## config.mk

```make
export PLATFORM = sky130hd
export DESIGN_NAME = bcmp_div
export DESIGN_NICKNAME = d
export VERILOG_FILES = /design/src/design/bcmp_pkg.sv /design/src/design/bcmp_div.sv
export SDC_FILE = /design/constraint.sdc
export NUM_CORES = 1
export LEC_CHECK = 0
export ABC_AREA = 1
export BUFFER_PORTS_ARGS = -buffer_cell sky130_fd_sc_hd__buf_2
export CORE_ASPECT_RATIO = 0.75
export CORE_MARGIN = 2
export CORE_UTILIZATION = 55
export DETAILED_ROUTE_END_ITERATION = 6
export PLACE_DENSITY = 0.79
export SETUP_SLACK_MARGIN = 0.5
export SYNTH_ARGS = -nofsm -noshare
export SYNTH_HDL_FRONTEND = slang
export SYNTH_SLANG_ARGS = --single-unit
```

## constraint.sdc

```tcl
create_clock -name i_clk -period 7.4 [get_ports i_clk]
set_clock_uncertainty 0.1 [all_clocks]
set_input_delay 1.48 -clock i_clk [delete_from_list [all_inputs] [get_ports i_clk]]
set_output_delay 1.48 -clock i_clk [all_outputs]
set_load 0.05 [all_outputs]
```

## src/design/bcmp_pkg.sv

```systemverilog
package bcmp_pkg;

    localparam int MOD_W     = 31;
    localparam int PROD_W    = 2 * MOD_W;
    localparam int DIV_CNT_W = 6;
    localparam int OUT_W     = 32;

    localparam logic [MOD_W-1:0] MODULUS_RESET = 31'd1000000007;

    typedef struct packed {
        logic              start;
        logic [PROD_W-1:0] dividend;
        logic [MOD_W-1:0]  divisor;
    } t_div_req;

    typedef struct packed {
        logic              done;
        logic              busy;
        logic [PROD_W-1:0] quo;
        logic [MOD_W-1:0]  rem;
    } t_div_rsp;

endpackage

```

## src/design/bcmp_div.sv

```systemverilog
module bcmp_div (
    input  logic              i_clk,
    input  logic              i_rst_n,
    input  bcmp_pkg::t_div_req i_req,
    output bcmp_pkg::t_div_rsp o_rsp
);

    logic [bcmp_pkg::PROD_W-1:0]    r_quo, n_quo;
    logic [bcmp_pkg::MOD_W-1:0]     r_rem, n_rem;
    logic [bcmp_pkg::MOD_W-1:0]     r_dvs, n_dvs;
    logic [bcmp_pkg::DIV_CNT_W-1:0] r_cnt, n_cnt;
    logic                           r_busy, n_busy;
    logic                           r_done, n_done;
    logic [bcmp_pkg::MOD_W:0]       trial;
    logic [bcmp_pkg::MOD_W:0]       diff;
    logic                           fits;

    // One restoring step: shift in the next dividend bit, subtract if it fits.
    assign trial = {r_rem, r_quo[bcmp_pkg::PROD_W-1]};
    assign diff  = trial - {1'b0, r_dvs};
    assign fits  = trial >= {1'b0, r_dvs};

    always_comb begin
        n_quo  = r_quo;
        n_rem  = r_rem;
        n_dvs  = r_dvs;
        n_cnt  = r_cnt;
        n_busy = r_busy;
        n_done = 1'b0;
        if (r_busy) begin
            n_quo = {r_quo[bcmp_pkg::PROD_W-2:0], fits};
            n_rem = fits ? diff[bcmp_pkg::MOD_W-1:0] : trial[bcmp_pkg::MOD_W-1:0];
            n_cnt = r_cnt - 1'b1;
            if (r_cnt == bcmp_pkg::DIV_CNT_W'(1)) begin
                n_busy = 1'b0;
                n_done = 1'b1;
            end
        end else if (i_req.start) begin
            n_quo  = i_req.dividend;
            n_rem  = '0;
            n_dvs  = i_req.divisor;
            n_cnt  = bcmp_pkg::DIV_CNT_W'(bcmp_pkg::PROD_W);
            n_busy = 1'b1;
        end
    end

    always_ff @(posedge i_clk) begin
        if (!i_rst_n) begin
            r_busy <= 1'b0;
            r_done <= 1'b0;
            r_cnt  <= '0;
        end else begin
            r_busy <= n_busy;
            r_done <= n_done;
            r_cnt  <= n_cnt;
        end
        r_quo <= n_quo;
        r_rem <= n_rem;
        r_dvs <= n_dvs;
    end

    assign o_rsp.done = r_done;
    assign o_rsp.busy = r_busy;
    assign o_rsp.quo  = r_quo;
    assign o_rsp.rem  = r_rem;

`ifndef SYNTHESIS
    a_start_busy: assert property (@(posedge i_clk) disable iff (!i_rst_n)
        (i_req.start && !r_busy) |=> r_busy)
        else $error("divider did not start");
    a_done_idle: assert property (@(posedge i_clk) disable iff (!i_rst_n)
        r_done |-> !r_busy)
        else $error("divider done while busy");
    a_rem_range: assert property (@(posedge i_clk) disable iff (!i_rst_n)
        r_done |-> (r_rem < r_dvs))
        else $error("remainder not below divisor");
`endif

endmodule
```

# Word-level counts from Yosys, hierarchy flattened
# Cells that the tools add are included.
# word_totals
in_bits,96
register_bits,132
word_cells,25
latchBits,0
ram_bits,0
n_memories,0
mem_bits_ro,0
output_inout_bits,95
# classes
bitwise,1
n_mux,11
div,0
n_lt_le_gt_ge,1
reduce_logical,3
n_shift,0
n_addsub,2
n_mul,0
n_eq_ne,1
# ops
op,count
two-way mux 62 bit,2
two-way mux 31 bit,3
greater-or-equal comparator 32 x 31 -> 1 bit,1
subtractor 31 bit,1
two-way mux 6 bit,2
equality test 6 x 1 -> 1 bit (second input constant),1
subtractor 6 x 1 -> 6 bit (second input constant),1
two-way mux 1 bit,4
AND reduction 2 bit,2
nonzero test 2 bit,1
NOT 1 bit,1

# Logic depth before layout (Yosys ltp)
# depth
depth_word,3
ltp_mapped,17
mapped_depth_nobuf,16

# Least setup slack after synthesis
# No wires, ideal clock.
# synth_path
kind,input to register
start,input port i_req[93] in the netlist's numbering
end,"register r_quo[0] in the netlist's numbering, enable pin"
slack_ns,3.495
n_path_buf,0
stages,2
required_time_ns,6.852
t_arrival_ns,3.357
setup_time_ns,0.448
path_cell_list,nor2_1 > inv_1
# synth_via
elab_chain_cells,1
# synth_rtl
item,line_no,rtl
"start, declared",bcmp_div.sv:4,"input bcmp_pkg::t_div_req i_req,"
nonzero test 2 bit (no line),-,
"end signal, assigned",bcmp_div.sv:57,r_quo <= n_quo;
"end, declared",bcmp_div.sv:8,"logic [bcmp_pkg::PROD_W-1:0] r_quo, n_quo;"
# No other way between the ends.
# A chain may end at the register's enable or synchronous reset.

# Final worst setup path
# layout_path
start,register r_busy
end,output port o_rsp[93] in the netlist's numbering
# layout_rtl
item,line_no,rtl
"start, declared",bcmp_div.sv:12,"logic r_busy, n_busy;"
"start signal, assigned",bcmp_div.sv:53,r_busy <= n_busy;
"end, declared",bcmp_div.sv:5,output bcmp_pkg::t_div_rsp o_rsp
# No word-level cell between the ends.

==> results.yml <==
final_layout:
  fin_util: 0.676
  seq_area_um2: 3880
  stdcell_count: 1446
  syn_to_final_growth_pct: 21.1
  nNetsFinal: 1363
  diodes: 0
  multi_input_area_um2: 3330
  fill_cells: 1223
  drive_gt1_frac: 0.199
route:
  drtIter0Drc: 653
  drt-pass1-iter-count: 5
  wl_um: 19900
  vias: 7112
  route.detailed.drc: 0
  via_per_inst: 4.92
  postRouteAntennaNets: 0
  routedWlPerCell_um: 13.8
global_route:
  grt_pass1_wl_um: 31100
  antenna_found_initial: 0
  grt_pass1_vias: 6460
  grt_max_degree: 59
  gr-total-overflow: 0
  grt_use_total: 0.258
place:
  placed_cells: 1414
  port_buffers: 190
  hpwl_um: 14500
  finalWeightedCongestion: 0.971
worst_hold_path:
  hold_start: "r_cnt[4]"
  hp-class: "reg -> reg"
logic_synthesis:
  synth.net_count: 1175
  ys_seq_elements: 132
  synth_edf_count: 124
  syn_inst: 1045
  syn-cell-area_um2: 7990
  seq_area_frac_synth: 0.486
  ys_async_sr_fraction: 0
  synthFlopType: "edfxtp_1"
  ys_warn_count: 0
  yosysUniqueCellTypes: 40
  syn_avg_cell_area_um2: 7.64
timing:
  clock.fmax_mhz: 261
  fin_setup_tns_ps: 0
  slew_headroom: 0.458
  worst_pin_slew_ps: 813
  fin_crit_sh: 0.519
  hold_viol: 0
  fin_crit_ps: 3840
  setup-violations-final: 0
  hold_slack_ps: 395
  rsz0062_at_grt: "false"
  finalMaxSlewViolations: 0
worst_setup_path:
  crit_arrival_ps: 2260
  r2r_start: "r_busy"
  cp.depth: 2
  end_kind: "primary output"
  worstRegToRegCells: 4
  cp-endpoint: "o_rsp[93]"
  critPathMaxStageDelay_ps: 850
  critPathSlowestCell: "dfxtp_2"
  r2r_slack_ps: 4010
  crit_type: "reg -> out"
  crit_chain: "buf_4 > buf_2"
  required_ps: 5820
  timing.rr.end: "r_rem[22]"
  path_delay_family: "buffers and inverters"
  path_max_fanout: 56
  startpoint: "r_busy"
  startpoint_type: "register"
  path_buf_inv: 2
clock_tree:
  clockBufferDepth: 2
  cts_buffers: 17
  cts.clk_slew.worst_paths_ps: 60
  post_cts_buffers: 0
  tritoncts: "done"
  insertion_delay_ps: 420
  h-tree-depth: 4
  ctsHoldBuffers: 0
  cts_num_sinks: 132
  cts-resized-gates: 0
  clockRootBuffer: "clkbuf_16"
power_and_ir_drop:
  vdd_ir_drop_max_v: 0.000163
  p_per_area_nw_per_um2: 295
  power.leakage_nw: 5.26
job:
  drv_cap: 0
die:
  fp-row-count: 38
  ios: 191
  start_util: 0.558
  core_area_um2: 14300
  die_w_um: 143
  die_area_um2: 15500
  die_h_um: 108
run_status:
  status: "completed"
-- layout by cell type (no fill, tap or decap), types with 5 or more instances in the layout --
cell       instances
nand2_1          454
ha_1              33
o21ai_1           17
dfxtp_1            7
buf_2            190
xor2_1            13
edfxtp_1         124
and2_1             5
nor2_1            97
nand3_1           35
nand4_1           10
clkbuf_16         17
nor3_1             5
inv_1            165
a21oi_1           18
-- Yosys cell counts (2+ instances only) --
| library cell | number | share of area |
|---|---|---|
| a211oi_1 | 2 | 0.0019 |
| a21oi_1 | 18 | 0.011 |
| a21oi_2 | 2 | 0.0022 |
| and2_1 | 5 | 0.0039 |
| buf_1 | 4 | 0.0019 |
| buf_4 | 3 | 0.0028 |
| buf_6 | 4 | 0.0056 |
| clkbuf_1 | 13 | 0.0061 |
| dfxtp_1 | 8 | 0.020 |
| edfxtp_1 | 124 | 0.47 |
| ha_1 | 33 | 0.052 |
| inv_1 | 167 | 0.078 |
| nand2_1 | 454 | 0.21 |
| nand2_2 | 4 | 0.0031 |
| nand2_4 | 2 | 0.0028 |
| nand3_1 | 35 | 0.022 |
| nand3b_1 | 3 | 0.0028 |
| nand4_1 | 10 | 0.0078 |
| nor2_1 | 97 | 0.046 |
| nor2_2 | 3 | 0.0023 |
| nor2_4 | 2 | 0.0028 |
| nor3_1 | 5 | 0.0031 |
| o21ai_0 | 2 | 0.0013 |
| o21ai_1 | 17 | 0.011 |
| xor2_1 | 13 | 0.014 |
-- where the power goes --
| group | switching [mW] | total, mW | internal (mW) |
|---|---|---|---|
| Sequential | 0.0616 | 0.994 | 0.933 |
| Combinational | 0.738 | 1.01 | 0.275 |
| Clock | 0.372 | 0.851 | 0.479 |
-- sequential cells by signal, indices dropped and copies added, names as in the netlist --
name and flops:
r_dvs 31, r_done 1, r_rem 31, r_busy 1, r_quo 62, r_cnt 6
-- layer usage --
layer / up-vias / global-route usage / share of wire
li1: 3624 / - / -
met1: 3193 / 0.383 / 0.48
met2: 270 / 0.380 / 0.43
met3: 25 / 0.0620 / 0.075
met4: 0 / 0.0672 / 0.014
met5: - / 0 / 0
-- per-stage QoR --
stage	setup slack, ps	power, mW	instance area, um^2
2_1_floorplan	3500	1.78	7990
3_3_place_gp	3950	1.99	9090
3_5_place_dp	3930	2.01	9090
4_1_cts	3510	2.86	9680
5_1_grt	3390	3.01	9680
6_report	3560	2.86	9680
-- area by class of cell --
class,count,area share
clock buffer,17,0.0440
clock inverter,15,0.0171
inverter,170,0.0663
multi-input combinational,718,0.344
sequential,132,0.401
tap,200,0.0259
timing repair buffer,194,0.101
-- cell families after synthesis --
| group | after synthesis | synth area share |
|---|---|---|
| AND/OR/NAND/NOR | 625 | 0.316 |
| buffers and inverters | 195 | 0.0973 |
| flip-flops | 132 | 0.486 |
| AO/OA/AOI/OAI | 45 | 0.0309 |
| adder cells (fa/ha/maj) | 34 | 0.0542 |
| XOR/XNOR | 14 | 0.0153 |
-- worst reg2reg max path, delay by kind of cell, from the launching register on --
family                 cells  cell delay (ps)
buffers and inverters      3             1830
and+or+nand+nor            1              200
DFF                        1              850
-- worst min-delay path by stage --
stage	end	slack (ps)	cells after the start
3_5_place_dp	r_cnt[4]	380	1
3_3_place_gp	r_cnt[4]	360	1
6_report	r_cnt[4]	390	1
4_1_cts	r_cnt[4]	390	1
2_1_floorplan	r_cnt[4]	340	1
5_1_grt	r_cnt[5]	410	2
(Power assumes the default switching activity.)
